<file path="config.mk">
export PLATFORM = sky130hd
export DESIGN_NAME = manchester_edge_timing_decoder
export DESIGN_NICKNAME = d
export VERILOG_FILES = /design/src/design/mtd_pkg.sv /design/src/design/mtd_cfg.sv /design/src/design/mtd_core.sv /design/src/design/mtd_outq.sv /design/src/design/manchester_edge_timing_decoder.sv
export SDC_FILE = /design/constraint.sdc
export NUM_CORES = 1
export LEC_CHECK = 0
export ABC_AREA = 0
export BUFFER_PORTS_ARGS = -buffer_cell sky130_fd_sc_hd__buf_2
export CAP_MARGIN = 20
export CORE_MARGIN = 4
export CORE_UTILIZATION = 60
export DETAILED_ROUTE_END_ITERATION = 10
export PLACE_DENSITY = 0.79
export SYNTH_ARGS = -nofsm -noshare
export SYNTH_HDL_FRONTEND = slang
export SYNTH_SLANG_ARGS = --single-unit
</file>
<file path="constraint.sdc">
create_clock -name clk -period 4.75 [get_ports clk]
set_input_delay 0.475 -clock clk [delete_from_list [all_inputs] [get_ports clk]]
set_output_delay 0.475 -clock clk [all_outputs]
set_load 0.01 [all_outputs]
</file>
<file path="src/design/mtd_pkg.sv">
// ----------------------------------------------------------------------------
// mtd_pkg
// Shared types and constants for the Manchester edge timing decoder.
// ----------------------------------------------------------------------------
package mtd_pkg;

  localparam int DATA_BYTES_DEFAULT = 64;

  localparam int TICK_W  = 16;
  localparam int SHIFT_W = 16;
  localparam int BYTE_W  = 8;
  localparam int INDEX_W = 6;
  localparam int FDB_W   = 7;
  localparam int CFG_W   = 16;
  localparam int CFG_IDX_W = 2;

  // event kinds
  localparam logic [1:0] MODE_TICK    = 2'd0;
  localparam logic [1:0] MODE_EDGE    = 2'd1;
  localparam logic [1:0] MODE_RESTART = 2'd2;

  // register indexes
  localparam logic [CFG_IDX_W-1:0] REG_SYNC_WORD   = 2'd0;
  localparam logic [CFG_IDX_W-1:0] REG_GAP_THRESH  = 2'd1;
  localparam logic [CFG_IDX_W-1:0] REG_TIMEOUT     = 2'd2;
  localparam logic [CFG_IDX_W-1:0] REG_FRAME_BYTES = 2'd3;

  localparam logic [TICK_W-1:0]  TICK_MAX      = 16'hFFFF;
  localparam logic [SHIFT_W-1:0] SYNC_FALL_BIT = 16'h4000;
  localparam logic [SHIFT_W-1:0] SYNC_RISE_BIT = 16'h8000;
  localparam logic [FDB_W-1:0]   FDB_RESET     = 7'd1;

  typedef enum logic [1:0] {
    PH_IDLE = 2'd0,
    PH_HUNT = 2'd1,
    PH_DATA = 2'd2,
    PH_DONE = 2'd3
  } phase_t;

  typedef enum logic [1:0] {
    EDGE_NONE = 2'd0,
    EDGE_FALL = 2'd1,
    EDGE_RISE = 2'd2
  } edge_t;

  typedef struct packed {
    logic [1:0] mode;
    logic       line_level;
  } evt_t;

  typedef struct packed {
    logic [BYTE_W-1:0]  data_byte;
    logic [INDEX_W-1:0] byte_index;
    logic               last;
    logic               timed_out;
  } res_t;

  typedef struct packed {
    logic [SHIFT_W-1:0] sync_word;
    logic [TICK_W-1:0]  bit_gap_threshold;
    logic [TICK_W-1:0]  timeout_ticks;
  } cfg_t;

endpackage

</file>
<file path="src/design/mtd_cfg.sv">
// ----------------------------------------------------------------------------
// mtd_cfg
// Configuration registers and frame length clamp.
// ----------------------------------------------------------------------------
module mtd_cfg #(
  parameter int MAX_DATA_BYTES = mtd_pkg::DATA_BYTES_DEFAULT,
  parameter int LEN_W = 7
) (
  input  logic                          clk,
  input  logic                          rst,
  input  logic                          cfg_we,
  input  logic [mtd_pkg::CFG_IDX_W-1:0] cfg_index,
  input  logic [mtd_pkg::CFG_W-1:0]     cfg_data,
  output mtd_pkg::cfg_t                 cfg,
  output logic [LEN_W-1:0]              frame_len
);

  logic [mtd_pkg::FDB_W-1:0] frame_data_bytes;
  logic [LEN_W-1:0]          fdb_ext;

  always_ff @(posedge clk) begin
    if (rst) begin
      cfg              <= '0;
      frame_data_bytes <= mtd_pkg::FDB_RESET;
    end else if (cfg_we) begin
      unique case (cfg_index)
        mtd_pkg::REG_SYNC_WORD:   cfg.sync_word         <= cfg_data;
        mtd_pkg::REG_GAP_THRESH:  cfg.bit_gap_threshold <= cfg_data;
        mtd_pkg::REG_TIMEOUT:     cfg.timeout_ticks     <= cfg_data;
        mtd_pkg::REG_FRAME_BYTES: frame_data_bytes      <= cfg_data[mtd_pkg::FDB_W-1:0];
      endcase
    end
  end

  // zero acts as one, oversize clamps to the maximum
  always_comb begin
    fdb_ext = LEN_W'(frame_data_bytes);
    if (fdb_ext == '0) begin
      frame_len = LEN_W'(1);
    end else if (fdb_ext > LEN_W'(MAX_DATA_BYTES)) begin
      frame_len = LEN_W'(MAX_DATA_BYTES);
    end else begin
      frame_len = fdb_ext;
    end
  end

endmodule

</file>
<file path="src/design/mtd_core.sv">
// ----------------------------------------------------------------------------
// mtd_core
// Event register and single-pass decode of ticks, edges and restarts.
// ----------------------------------------------------------------------------
module mtd_core #(
  parameter int LEN_W = 7
) (
  input  logic               clk,
  input  logic               rst,
  input  logic               evt_valid,
  output logic               evt_ready,
  input  mtd_pkg::evt_t      evt,
  input  mtd_pkg::cfg_t      cfg,
  input  logic [LEN_W-1:0]   frame_len,
  input  logic               q_room,
  output logic               push,
  output mtd_pkg::res_t      push_res
);

  logic                          s1_valid;
  mtd_pkg::evt_t                 s1_evt;
  logic                          advance;

  mtd_pkg::phase_t               phase, phase_next;
  logic                          active, active_next;
  logic [mtd_pkg::TICK_W-1:0]    tick_count, tick_count_next;
  mtd_pkg::edge_t                prev_edge, prev_edge_next;
  logic [mtd_pkg::SHIFT_W-1:0]   sync_shift, sync_shift_next;
  logic [2:0]                    bit_pos, bit_pos_next;
  logic [LEN_W-1:0]              byte_count, byte_count_next;
  logic [mtd_pkg::BYTE_W-1:0]    cur_byte, cur_byte_next;

  assign advance   = s1_valid && q_room;
  assign evt_ready = !s1_valid || q_room;

  always_ff @(posedge clk) begin
    if (rst) begin
      s1_valid <= 1'b0;
    end else if (evt_ready) begin
      s1_valid <= evt_valid;
    end
  end

  always_ff @(posedge clk) begin
    if (evt_ready && evt_valid) begin
      s1_evt <= evt;
    end
  end

  always_ff @(posedge clk) begin
    if (rst) begin
      phase      <= mtd_pkg::PH_IDLE;
      active     <= 1'b0;
      tick_count <= '0;
      prev_edge  <= mtd_pkg::EDGE_NONE;
      sync_shift <= '0;
      bit_pos    <= '0;
      byte_count <= '0;
      cur_byte   <= '0;
    end else begin
      phase      <= phase_next;
      active     <= active_next;
      tick_count <= tick_count_next;
      prev_edge  <= prev_edge_next;
      sync_shift <= sync_shift_next;
      bit_pos    <= bit_pos_next;
      byte_count <= byte_count_next;
      cur_byte   <= cur_byte_next;
    end
  end

  always_comb begin
    logic [mtd_pkg::TICK_W-1:0]  tick_tmp;
    logic [mtd_pkg::SHIFT_W-1:0] shift_tmp;
    logic [mtd_pkg::BYTE_W-1:0]  byte_tmp;
    logic [LEN_W-1:0]            count_inc;
    mtd_pkg::edge_t              cur;
    logic                        counted;

    phase_next      = phase;
    active_next     = active;
    tick_count_next = tick_count;
    prev_edge_next  = prev_edge;
    sync_shift_next = sync_shift;
    bit_pos_next    = bit_pos;
    byte_count_next = byte_count;
    cur_byte_next   = cur_byte;
    push            = 1'b0;
    push_res        = '0;

    tick_tmp  = tick_count;
    cur       = s1_evt.line_level ? mtd_pkg::EDGE_RISE : mtd_pkg::EDGE_FALL;
    counted   = tick_count >= cfg.bit_gap_threshold;
    shift_tmp = sync_shift | (cur == mtd_pkg::EDGE_RISE ? mtd_pkg::SYNC_RISE_BIT : '0);
    byte_tmp  = cur_byte | (cur == mtd_pkg::EDGE_RISE ?
                            (mtd_pkg::BYTE_W'(1) << bit_pos) : '0);
    count_inc = byte_count + LEN_W'(1);

    if (advance) begin
      unique case (s1_evt.mode)
        mtd_pkg::MODE_TICK: begin
          if (active) begin
            if (phase == mtd_pkg::PH_DATA && tick_count >= cfg.timeout_ticks) begin
              push               = 1'b1;
              push_res.data_byte  = cur_byte;
              push_res.byte_index = byte_count[mtd_pkg::INDEX_W-1:0];
              push_res.last       = 1'b1;
              push_res.timed_out  = 1'b1;
              tick_tmp           = '0;
              active_next        = 1'b0;
              prev_edge_next     = mtd_pkg::EDGE_NONE;
              phase_next         = mtd_pkg::PH_DONE;
            end
            if (tick_tmp != mtd_pkg::TICK_MAX) begin
              tick_tmp = tick_tmp + 1'b1;
            end
            tick_count_next = tick_tmp;
          end
        end
        mtd_pkg::MODE_EDGE: begin
          prev_edge_next = cur;
          unique case (phase)
            mtd_pkg::PH_IDLE: begin
              if (!active) begin
                active_next     = 1'b1;
                tick_count_next = '0;
              end else if (prev_edge != mtd_pkg::EDGE_NONE && prev_edge != cur) begin
                if (counted) begin
                  sync_shift_next = (cur == mtd_pkg::EDGE_FALL) ?
                                    (mtd_pkg::SYNC_FALL_BIT >> 1) :
                                    (mtd_pkg::SYNC_RISE_BIT >> 1);
                  cur_byte_next   = '0;
                  phase_next      = mtd_pkg::PH_HUNT;
                end
                tick_count_next = '0;
              end
            end
            mtd_pkg::PH_HUNT: begin
              if (counted) begin
                if (shift_tmp == cfg.sync_word) begin
                  sync_shift_next = shift_tmp;
                  phase_next      = mtd_pkg::PH_DATA;
                  bit_pos_next    = '0;
                  byte_count_next = '0;
                  cur_byte_next   = '0;
                end else begin
                  sync_shift_next = shift_tmp >> 1;
                end
                tick_count_next = '0;
              end
            end
            mtd_pkg::PH_DATA: begin
              if (counted) begin
                bit_pos_next    = bit_pos + 1'b1;
                tick_count_next = '0;
                if (bit_pos == 3'd7) begin
                  push                = 1'b1;
                  push_res.data_byte  = byte_tmp;
                  push_res.byte_index = byte_count[mtd_pkg::INDEX_W-1:0];
                  push_res.timed_out  = 1'b0;
                  byte_count_next     = count_inc;
                  cur_byte_next       = '0;
                  if (count_inc >= frame_len) begin
                    push_res.last = 1'b1;
                    active_next   = 1'b0;
                    phase_next    = mtd_pkg::PH_DONE;
                  end
                end else begin
                  cur_byte_next = byte_tmp;
                end
              end
            end
            mtd_pkg::PH_DONE: begin
            end
          endcase
        end
        mtd_pkg::MODE_RESTART: begin
          phase_next = mtd_pkg::PH_IDLE;
        end
        default: begin
        end
      endcase
    end
  end

endmodule

</file>
<file path="src/design/mtd_outq.sv">
// ----------------------------------------------------------------------------
// mtd_outq
// Two-entry result queue between the decoder and the result channel.
// ----------------------------------------------------------------------------
module mtd_outq (
  input  logic          clk,
  input  logic          rst,
  input  logic          push,
  input  mtd_pkg::res_t push_res,
  output logic          q_room,
  output logic          res_valid,
  input  logic          res_ready,
  output mtd_pkg::res_t res
);

  mtd_pkg::res_t mem [2];
  logic          head;
  logic          tail;
  logic [1:0]    count;
  logic          pop;

  assign q_room    = count != 2'd2;
  assign res_valid = count != 2'd0;
  assign pop       = res_valid && res_ready;
  assign res       = mem[head];

  always_ff @(posedge clk) begin
    if (push) begin
      mem[tail] <= push_res;
    end
  end

  always_ff @(posedge clk) begin
    if (rst) begin
      head  <= 1'b0;
      tail  <= 1'b0;
      count <= 2'd0;
    end else begin
      if (push) begin
        tail <= ~tail;
      end
      if (pop) begin
        head <= ~head;
      end
      count <= count + {1'b0, push} - {1'b0, pop};
    end
  end

endmodule

</file>
<file path="src/design/manchester_edge_timing_decoder.sv">
// ----------------------------------------------------------------------------
// manchester_edge_timing_decoder
// Manchester decoder timed by line edges and ticks, with sync word hunt.
// ----------------------------------------------------------------------------
// Event channel evt (evt_valid/evt_ready) carries ticks, line edges with the
// new level, and restart requests. Result channel res (res_valid/res_ready)
// carries decoded payload bytes with their index, a last flag and a timeout
// flag. The user must write registers through cfg_we/cfg_index/cfg_data only while
// the decoder is idle; the block itself does not enforce this.
// Each event is taken into an input register and decoded from there once the
// result queue has room; a result it produces is written into the queue and
// shows on res from the queue's head.
// One event is taken every cycle while the result queue has room; the decode
// logic is a single compare and shift pass on the event register.
// A two-entry result queue sits in front of res; while the receiver stalls,
// events keep flowing until the queue is full, then evt_ready drops.
// Reset clears all decode state to not synchronized and inactive, empties
// the queue and restores register defaults.
// ----------------------------------------------------------------------------
module manchester_edge_timing_decoder #(
  parameter int MAX_DATA_BYTES = mtd_pkg::DATA_BYTES_DEFAULT
) (
  input  logic                          clk,
  input  logic                          rst,
  input  logic                          evt_valid,
  output logic                          evt_ready,
  input  mtd_pkg::evt_t                 evt,
  output logic                          res_valid,
  input  logic                          res_ready,
  output mtd_pkg::res_t                 res,
  input  logic                          cfg_we,
  input  logic [mtd_pkg::CFG_IDX_W-1:0] cfg_index,
  input  logic [mtd_pkg::CFG_W-1:0]     cfg_data
);

  localparam int CNT_W = $clog2(MAX_DATA_BYTES + 1);
  localparam int LEN_W = (CNT_W > mtd_pkg::FDB_W) ? CNT_W : mtd_pkg::FDB_W;

  mtd_pkg::cfg_t    cfg;
  logic [LEN_W-1:0] frame_len;
  logic             q_room;
  logic             push;
  mtd_pkg::res_t    push_res;

  mtd_cfg #(
    .MAX_DATA_BYTES (MAX_DATA_BYTES),
    .LEN_W          (LEN_W)
  ) u_cfg (
    .clk       (clk),
    .rst       (rst),
    .cfg_we    (cfg_we),
    .cfg_index (cfg_index),
    .cfg_data  (cfg_data),
    .cfg       (cfg),
    .frame_len (frame_len)
  );

  mtd_core #(
    .LEN_W (LEN_W)
  ) u_core (
    .clk       (clk),
    .rst       (rst),
    .evt_valid (evt_valid),
    .evt_ready (evt_ready),
    .evt       (evt),
    .cfg       (cfg),
    .frame_len (frame_len),
    .q_room    (q_room),
    .push      (push),
    .push_res  (push_res)
  );

  mtd_outq u_outq (
    .clk       (clk),
    .rst       (rst),
    .push      (push),
    .push_res  (push_res),
    .q_room    (q_room),
    .res_valid (res_valid),
    .res_ready (res_ready),
    .res       (res)
  );

endmodule

</file>
======== Word level (Yosys, flattened, before mapping) ========
Memory sizes are Yosys's and may differ from the RTL's. A register that Yosys moved wholly into a read port is not among the register bits.
Index checks and enable logic that the tools add are counted.
storage, ports and cells
  memories ................................ 1
  RAM bits ................................ 32
  word-level logic and storage cells ...... 181
  flip-flop bits (word level) ............. 118
cells by class
  equality and inequality tests ........... 36
  bitwise operators ....................... 4
  shifts and indexed selects .............. 1
  mux-type cells .......................... 81
  reduce and logical (&&, ||, !) cells .... 31
  magnitude comparators ................... 4
  add/subtract/negate cells ............... 5
memories
  memory      depth  width  read ports  clocked after Yosys merged registers in  wr ports  line            source
  u_outq.mem  2      16     1           1                                        1         mtd_outq.sv:16  mtd_pkg::res_t mem [2];
operator list
  cell                                                              number
  16-bit 2-to-1 mux                                                 21
  16-bit one-hot mux with 2 select lines                            4
  8-bit 2-to-1 mux                                                  8
  7-bit 2-to-1 mux                                                  6
  16-bit greater-or-equal comparator                                2
  2-bit 2-to-1 mux                                                  13
  3-bit by 2-bit != test with 1-bit output (second input constant)  8
  8-bit one-hot mux with 3 select lines                             1
  6-bit AND reduction                                               3
  16-bit by 1-bit adder with 16-bit output (second input constant)  1
  16-bit equality test                                              1
  1-bit 2-to-1 mux                                                  16
  16-bit != test (second input constant)                            1
  2-bit by 1-bit != test with 1-bit output (second input constant)  8
  16-bit bitwise OR                                                 1
  15-bit 2-to-1 mux                                                 1
  7-bit one-hot mux with 2 select lines                             1
  7-bit AND reduction                                               2
  13-bit AND reduction                                              1
  2-bit one-hot mux with 3 select lines                             2
  2-bit equality test (second input constant)                       5
  2-bit nonzero test                                                5
  3-bit 2-to-1 mux                                                  3
  3-bit != test (second input constant)                             3
  other kinds (28)                                                  45

======== Depth between registers and ports, before layout ========
  depth after elaboration ................. 10
  depth in mapped cells ................... 15

======== Modules after synthesis ========
From an unflattened synthesis, not the netlist that was laid out.
unflattened totals
  cells, all modules ...................... 833
  area total of the unflattened synthesis .. 8127.8 um^2
modules (own cells, without submodules)
  module    seq. area each (um^2)  cells each  area an instance (um^2)  instances
  mtd_core  1211.2                 549         4411.7                   1
  mtd_cfg   1101.1                 211         2267.2                   1
  mtd_outq  1061.0                 73          1448.9                   1

======== Worst setup path before layout ========
No wires, ideal clock.
  kind .................................... reg2reg
  start point ............................. register u_core.tick_count[0] (netlist bit)
  end point ............................... register u_core.tick_count[13] (netlist bit)
  period minus slack after synthesis ...... 3.423 ns
  path buffers ............................ 1
  setup time .............................. 0.071 ns
  data required time ...................... 4.679 ns
  cell stages (with the launch flop) ...... 16
  path slack .............................. 1.327 ns
  data arrival time ....................... 3.353 ns
  cells stage by stage .................... dfxtp_1 > inv_1 > ha_1 > nand2b_1 > a2111oi_0 > or4b_4 > a31o_4 > buf_2 > and2_1 > ha_1 > nand3_1 > nor3_2 > nor3_2 > nand4_1 > or3_1 > a21oi_1
on the way
  cells in the longest elaborated chain, start to end .. 10
  elaborated cells on any way between the ends .. 14
  those cells by class .................... add/sub: 1; order compare: 2; eq/ne: 2; mux: 7; reduce/logical: 2
ends and longest elaborated chain
  element                                                                     line                              source
  start: declaration                                                          mtd_core.sv:26                    logic [mtd_pkg::TICK_W-1:0] tick_count, tick_count_next;
  start signal: assignment                                                    mtd_core.sv:63                    tick_count <= tick_count_next;
  16-bit greater-or-equal comparator                                          mtd_core.sv:103                   if (phase == mtd_pkg::PH_DATA && tick_count >= cfg.timeout_ticks) begin
  1-bit logical AND                                                           mtd_core.sv:103
  16-bit 2-to-1 mux                                                           mtd_core.sv:103
  16-bit 2-to-1 mux                                                           mtd_core.sv:102                   if (active) begin
  16-bit 2-to-1 mux                                                           mtd_core.sv:100                   unique case (s1_evt.mode)
  16-bit 2-to-1 mux                                                           mtd_core.sv:99                    if (advance) begin
  16-bit by 1-bit adder with 16-bit output or 16-bit != test (tied branches)  mtd_core.sv:115, mtd_core.sv:114
  16-bit 2-to-1 mux                                                           mtd_core.sv:114                   if (tick_tmp != mtd_pkg::TICK_MAX) begin
  16-bit 2-to-1 mux                                                           mtd_core.sv:102
  16-bit one-hot mux with 2 select lines                                      mtd_core.sv:100
Several ways; a longest one is shown, not always the timed one. The select of a mux whose other input is x is not followed.
A chain may end at the register's enable or synchronous reset.

======== Worst setup path after layout ========
Same ends and word-level chain as after synthesis.

==> impl_metrics.csv <==
group,metric,value,unit
yosys,synth_area_leader_cell,"dfxtp_1",
global_routing,antenna_found_initial,0,
timing,finalSetupViolCount,0,
worst_setup_path,endpoint_kind,"register",
yosys,ys_seq_elements,151,
timing,finalCriticalPeriod,3.78,ns
global_routing,grt_usage,0.258,
hold_path,hold_path_class,"input port to register",
yosys,yosysMostFrequentCell,"nand2_1",
power,p_seq_frac,0.466,
yosys,syn_area_per_cell,8.77,um^2
yosys,yosys_warnings,0,
route,wl,17800,um
timing,rsz0062_at_grt,"no",
power,power.density,344,mW/mm^2
power,p_int,2270,uW
clocking,h-tree-depth,4,
placement,postPlaceCellArea,0.00793,mm^2
yosys,synth_cell_types,63,
clocking,cts_buffer_depth,2,
yosys,yosysSeqAreaShare,0.444,
floorplan,rows,40,
timing,fin_tns_setup,0,ns
yosys,synthTopCellsByArea,"dfxtp_1 (31%), edfxtp_1 (14%), ha_1 (9.1%), nand2_1 (7.8%), a21oi_1 (7.1%)",
worst_setup_path,crit_fanout,16,
route,first_iter_violations,428,
worst_setup_path,worstPathArrival,4.14,ns
layout,drive_above_1_share,0.117,
route,vias_per_cell,5.93,
timing,finalCritPeriodShare,0.796,
outcome,status,"finished, final reports clean",
power,clockPowerShare,0.452,
worst_setup_path,rr_startpoint,"u_core.tick_count[0]$_SDFFE_PP0P_",
placement,hpwl,12800,um
placement,numPlacedInstances,1049,
power,switchingPower,665,uW
worst_setup_path,start_kind,"register",
hold_path,whs_path_depth,1,
floorplan,dieArea,0.0145,mm^2
power,p_leak,0.00319,uW
yosys,synthCells,865,
clocking,ctsHoldBuffers,0,
clocking,cts_root_buf,"clkbuf_16",
floorplan,fp.dieH,120,um
clocking,cts-resized-gates,0,
placement,place.gp.congestion,0.923,
floorplan,start_util,0.622,
global_routing,grt_start_max_net_pins,70,
global_routing,first_global_vias,6126,
job,maxCapViolations,0,
route,wl_per_cell,16.5,um
layout,stdcell_area,0.00852,mm^2
power,peakVddDrop,0.000319,V
timing,hold_viol,0,
yosys,ys.flop_type,"dfxtp_1",
route,final_antenna_net_count,0,
yosys,synth_edf_count,35,
timing,slew_viol_final,0,
layout,n_fill_cell,967,
hold_path,holdPathEnd,"u_core.s1_evt[0]$_DFFE_PP_",
yosys,async_flop_share,0,
timing,slew_headroom,0.276,
clocking,postCtsSetupBuffers,0,
clocking,cts_buffers,17,
clocking,cts_tree,"yes",
timing,tightest_slew,1.08,ns
clocking,clk_pin_slew,0.06,ns
worst_setup_path,critPathRequiredTime,5.11,ns
global_routing,grt_overflow,0,
worst_setup_path,setup.worst_path.class,"register to register",
yosys,synthTopCellsByCount,"nand2_1 (157), dfxtp_1 (116), a21oi_1 (108)",
yosys,syn_area,0.00759,mm^2
layout,final_nets,982,
hold_path,min_from,"evt[0]",
clocking,clock_latency,0.43,ns
yosys,syn_nets,946,
yosys,synth_top_cell_area_share,0.306,
clocking,clock_sinks,151,
route,drt-pass1-iter-count,7,
timing,clock-skew-final,0.0112,ns
timing,max_freq,265,MHz
route,vias,6402,
floorplan,ios,44,
floorplan,design.core.area,0.0122,mm^2
floorplan,die_x,120,um
worst_setup_path,reg2regPathDepth,14,
worst_setup_path,r2r-end,"u_core.tick_count[13]$_SDFFE_PP0P_",
placement,io_buffers,43,
power,swShare,0.227,
layout,final-instance-count-excl-fill,1080,
global_routing,grt_pass1_wl,30000,um
power,pwr-share-comb,0.082,
worst_setup_path,r2r_slack,0.97,ns
route,drc_errors,0,
layout,num_antenna_cells,0,
timing,fin_hold_ws,0.229,ns
layout,area_growth_syn_to_layout,12.2,%
## registers in the layout, summed over array words and instances, names as in the netlist, 3 cells and up, named ones only
register           cells
u_cfg.fdb_ext          7
u_outq.mem            32
u_core.bit_pos         3
u_cfg.cfg             48
u_core.s1_evt          3
u_core.tick_count     16
u_core.sync_shift     16
u_core.cur_byte        8
u_core.byte_count      7
## logic make-up after synthesis
kind of cell               count (synthesis)  share of synthesized area
and+or+nand+nor                          320                      0.190
DFF                                      151                      0.444
buffers and inverters                     85                     0.0427
AOI/OAI and AO/OA                        202                      0.164
adders and majority gates                 55                     0.0907
xor gates and xnor gates                  23                     0.0265
muxes                                     29                     0.0414
## critical path, cell delays in order, from the launching register on
cell and delay (ns):
dfxtp_1 0.42, inv_1 0.15, ha_1 0.30, nand2b_1 0.09
a2111oi_0 0.09, or4b_4 0.57, a31o_4 0.34, and2_1 0.18
ha_1 0.22, nand3_1 0.15, nor3_2 0.12, nor3_2 0.46
nand4_1 0.17, or3_1 0.33, a21oi_1 0.12
## power by group through the flow
stage / Clock [uW] / Sequential (uW) / Combinational, uW
5_1_grt: 1400 / 1370 / 265
6_report: 1330 / 1370 / 239
4_1_cts: 1340 / 1370 / 239
3_5_place_dp: 0 / 1390 / 236
3_3_place_gp: 0 / 1390 / 230
2_1_floorplan: 0 / 1370 / 179
## area by class of cell
| type | count | area, um^2 | share of cell area |
|---|---|---|---|
| multi-input combinational | 629 | 3890 | 0.457 |
| inverter | 52 | 195 | 0.0229 |
| clock inverter | 3 | 66.3 | 0.00778 |
| timing repair buffer | 50 | 268 | 0.0314 |
| tap | 168 | 210 | 0.0247 |
| clock buffer | 27 | 513 | 0.0602 |
| sequential | 151 | 3370 | 0.396 |
## through the flow
stage / setup WS, ns / util / power, uW
2_1_floorplan: 1.33 / - / 1550
3_3_place_gp: 1.18 / 0.649 / 1620
3_5_place_dp: 1.06 / 0.649 / 1630
4_1_cts: 1.04 / 0.697 / 2950
5_1_grt: 0.677 / 0.698 / 3040
6_report: 0.970 / 0.698 / 2930
## cell usage in the layout, fill, tap and decap left out, types with 3 or more instances in the layout
| cell | n |
|---|---|
| o21ai_0 | 31 |
| a21o_1 | 4 |
| nand2b_1 | 7 |
| edfxtp_1 | 35 |
| nand4_1 | 13 |
| clkbuf_8 | 5 |
| and3_1 | 3 |
| a21oi_1 | 108 |
| nor3_1 | 9 |
| nor2_1 | 64 |
| clkbuf_16 | 17 |
| a41oi_1 | 9 |
| buf_2 | 43 |
| xor2_1 | 13 |
| a211oi_1 | 6 |
| dfxtp_1 | 116 |
| mux2_2 | 18 |
| or3_1 | 6 |
| a31oi_1 | 9 |
| buf_4 | 7 |
| a22o_1 | 6 |
| and2_1 | 3 |
| nand3_1 | 29 |
| nor3_2 | 5 |
| clkbuf_1 | 5 |
| nor2b_1 | 12 |
| o211ai_1 | 4 |
| xnor2_1 | 10 |
| inv_1 | 51 |
| nand2_1 | 157 |
| ha_1 | 55 |
| mux2i_1 | 10 |
## worst max path at each step
stage,start,end,slack (ns),depth (start not counted)
6_report,u_core.tick_count[0]$_SDFFE_PP0P_,u_core.tick_count[13]$_SDFFE_PP0P_,0.97,14
5_1_grt,u_core.tick_count[0]$_SDFFE_PP0P_,u_core.tick_count[3]$_SDFFE_PP0P_,0.68,14
4_1_cts,u_core.tick_count[0]$_SDFFE_PP0P_,u_core.tick_count[13]$_SDFFE_PP0P_,1.04,14
3_5_place_dp,u_core.tick_count[0]$_SDFFE_PP0P_,u_core.tick_count[13]$_SDFFE_PP0P_,1.06,14
3_3_place_gp,u_core.tick_count[12]$_SDFFE_PP0P_,u_core.tick_count[13]$_SDFFE_PP0P_,1.18,13
2_1_floorplan,u_core.tick_count[0]$_SDFFE_PP0P_,u_core.tick_count[13]$_SDFFE_PP0P_,1.33,15
## routing by layer
metal / share of wire / track usage / wire, um / vias to the layer above
met5: 0 / 0 / 0 / -
met4: 0.022 / 0.0956 / 383 / 0
met3: 0.072 / 0.0627 / 1270 / 34
met2: 0.47 / 0.414 / 8410 / 262
met1: 0.43 / 0.340 / 7730 / 3006
li1: - / - / - / 3100
Note: power is estimated with default switching activity, not from simulation.
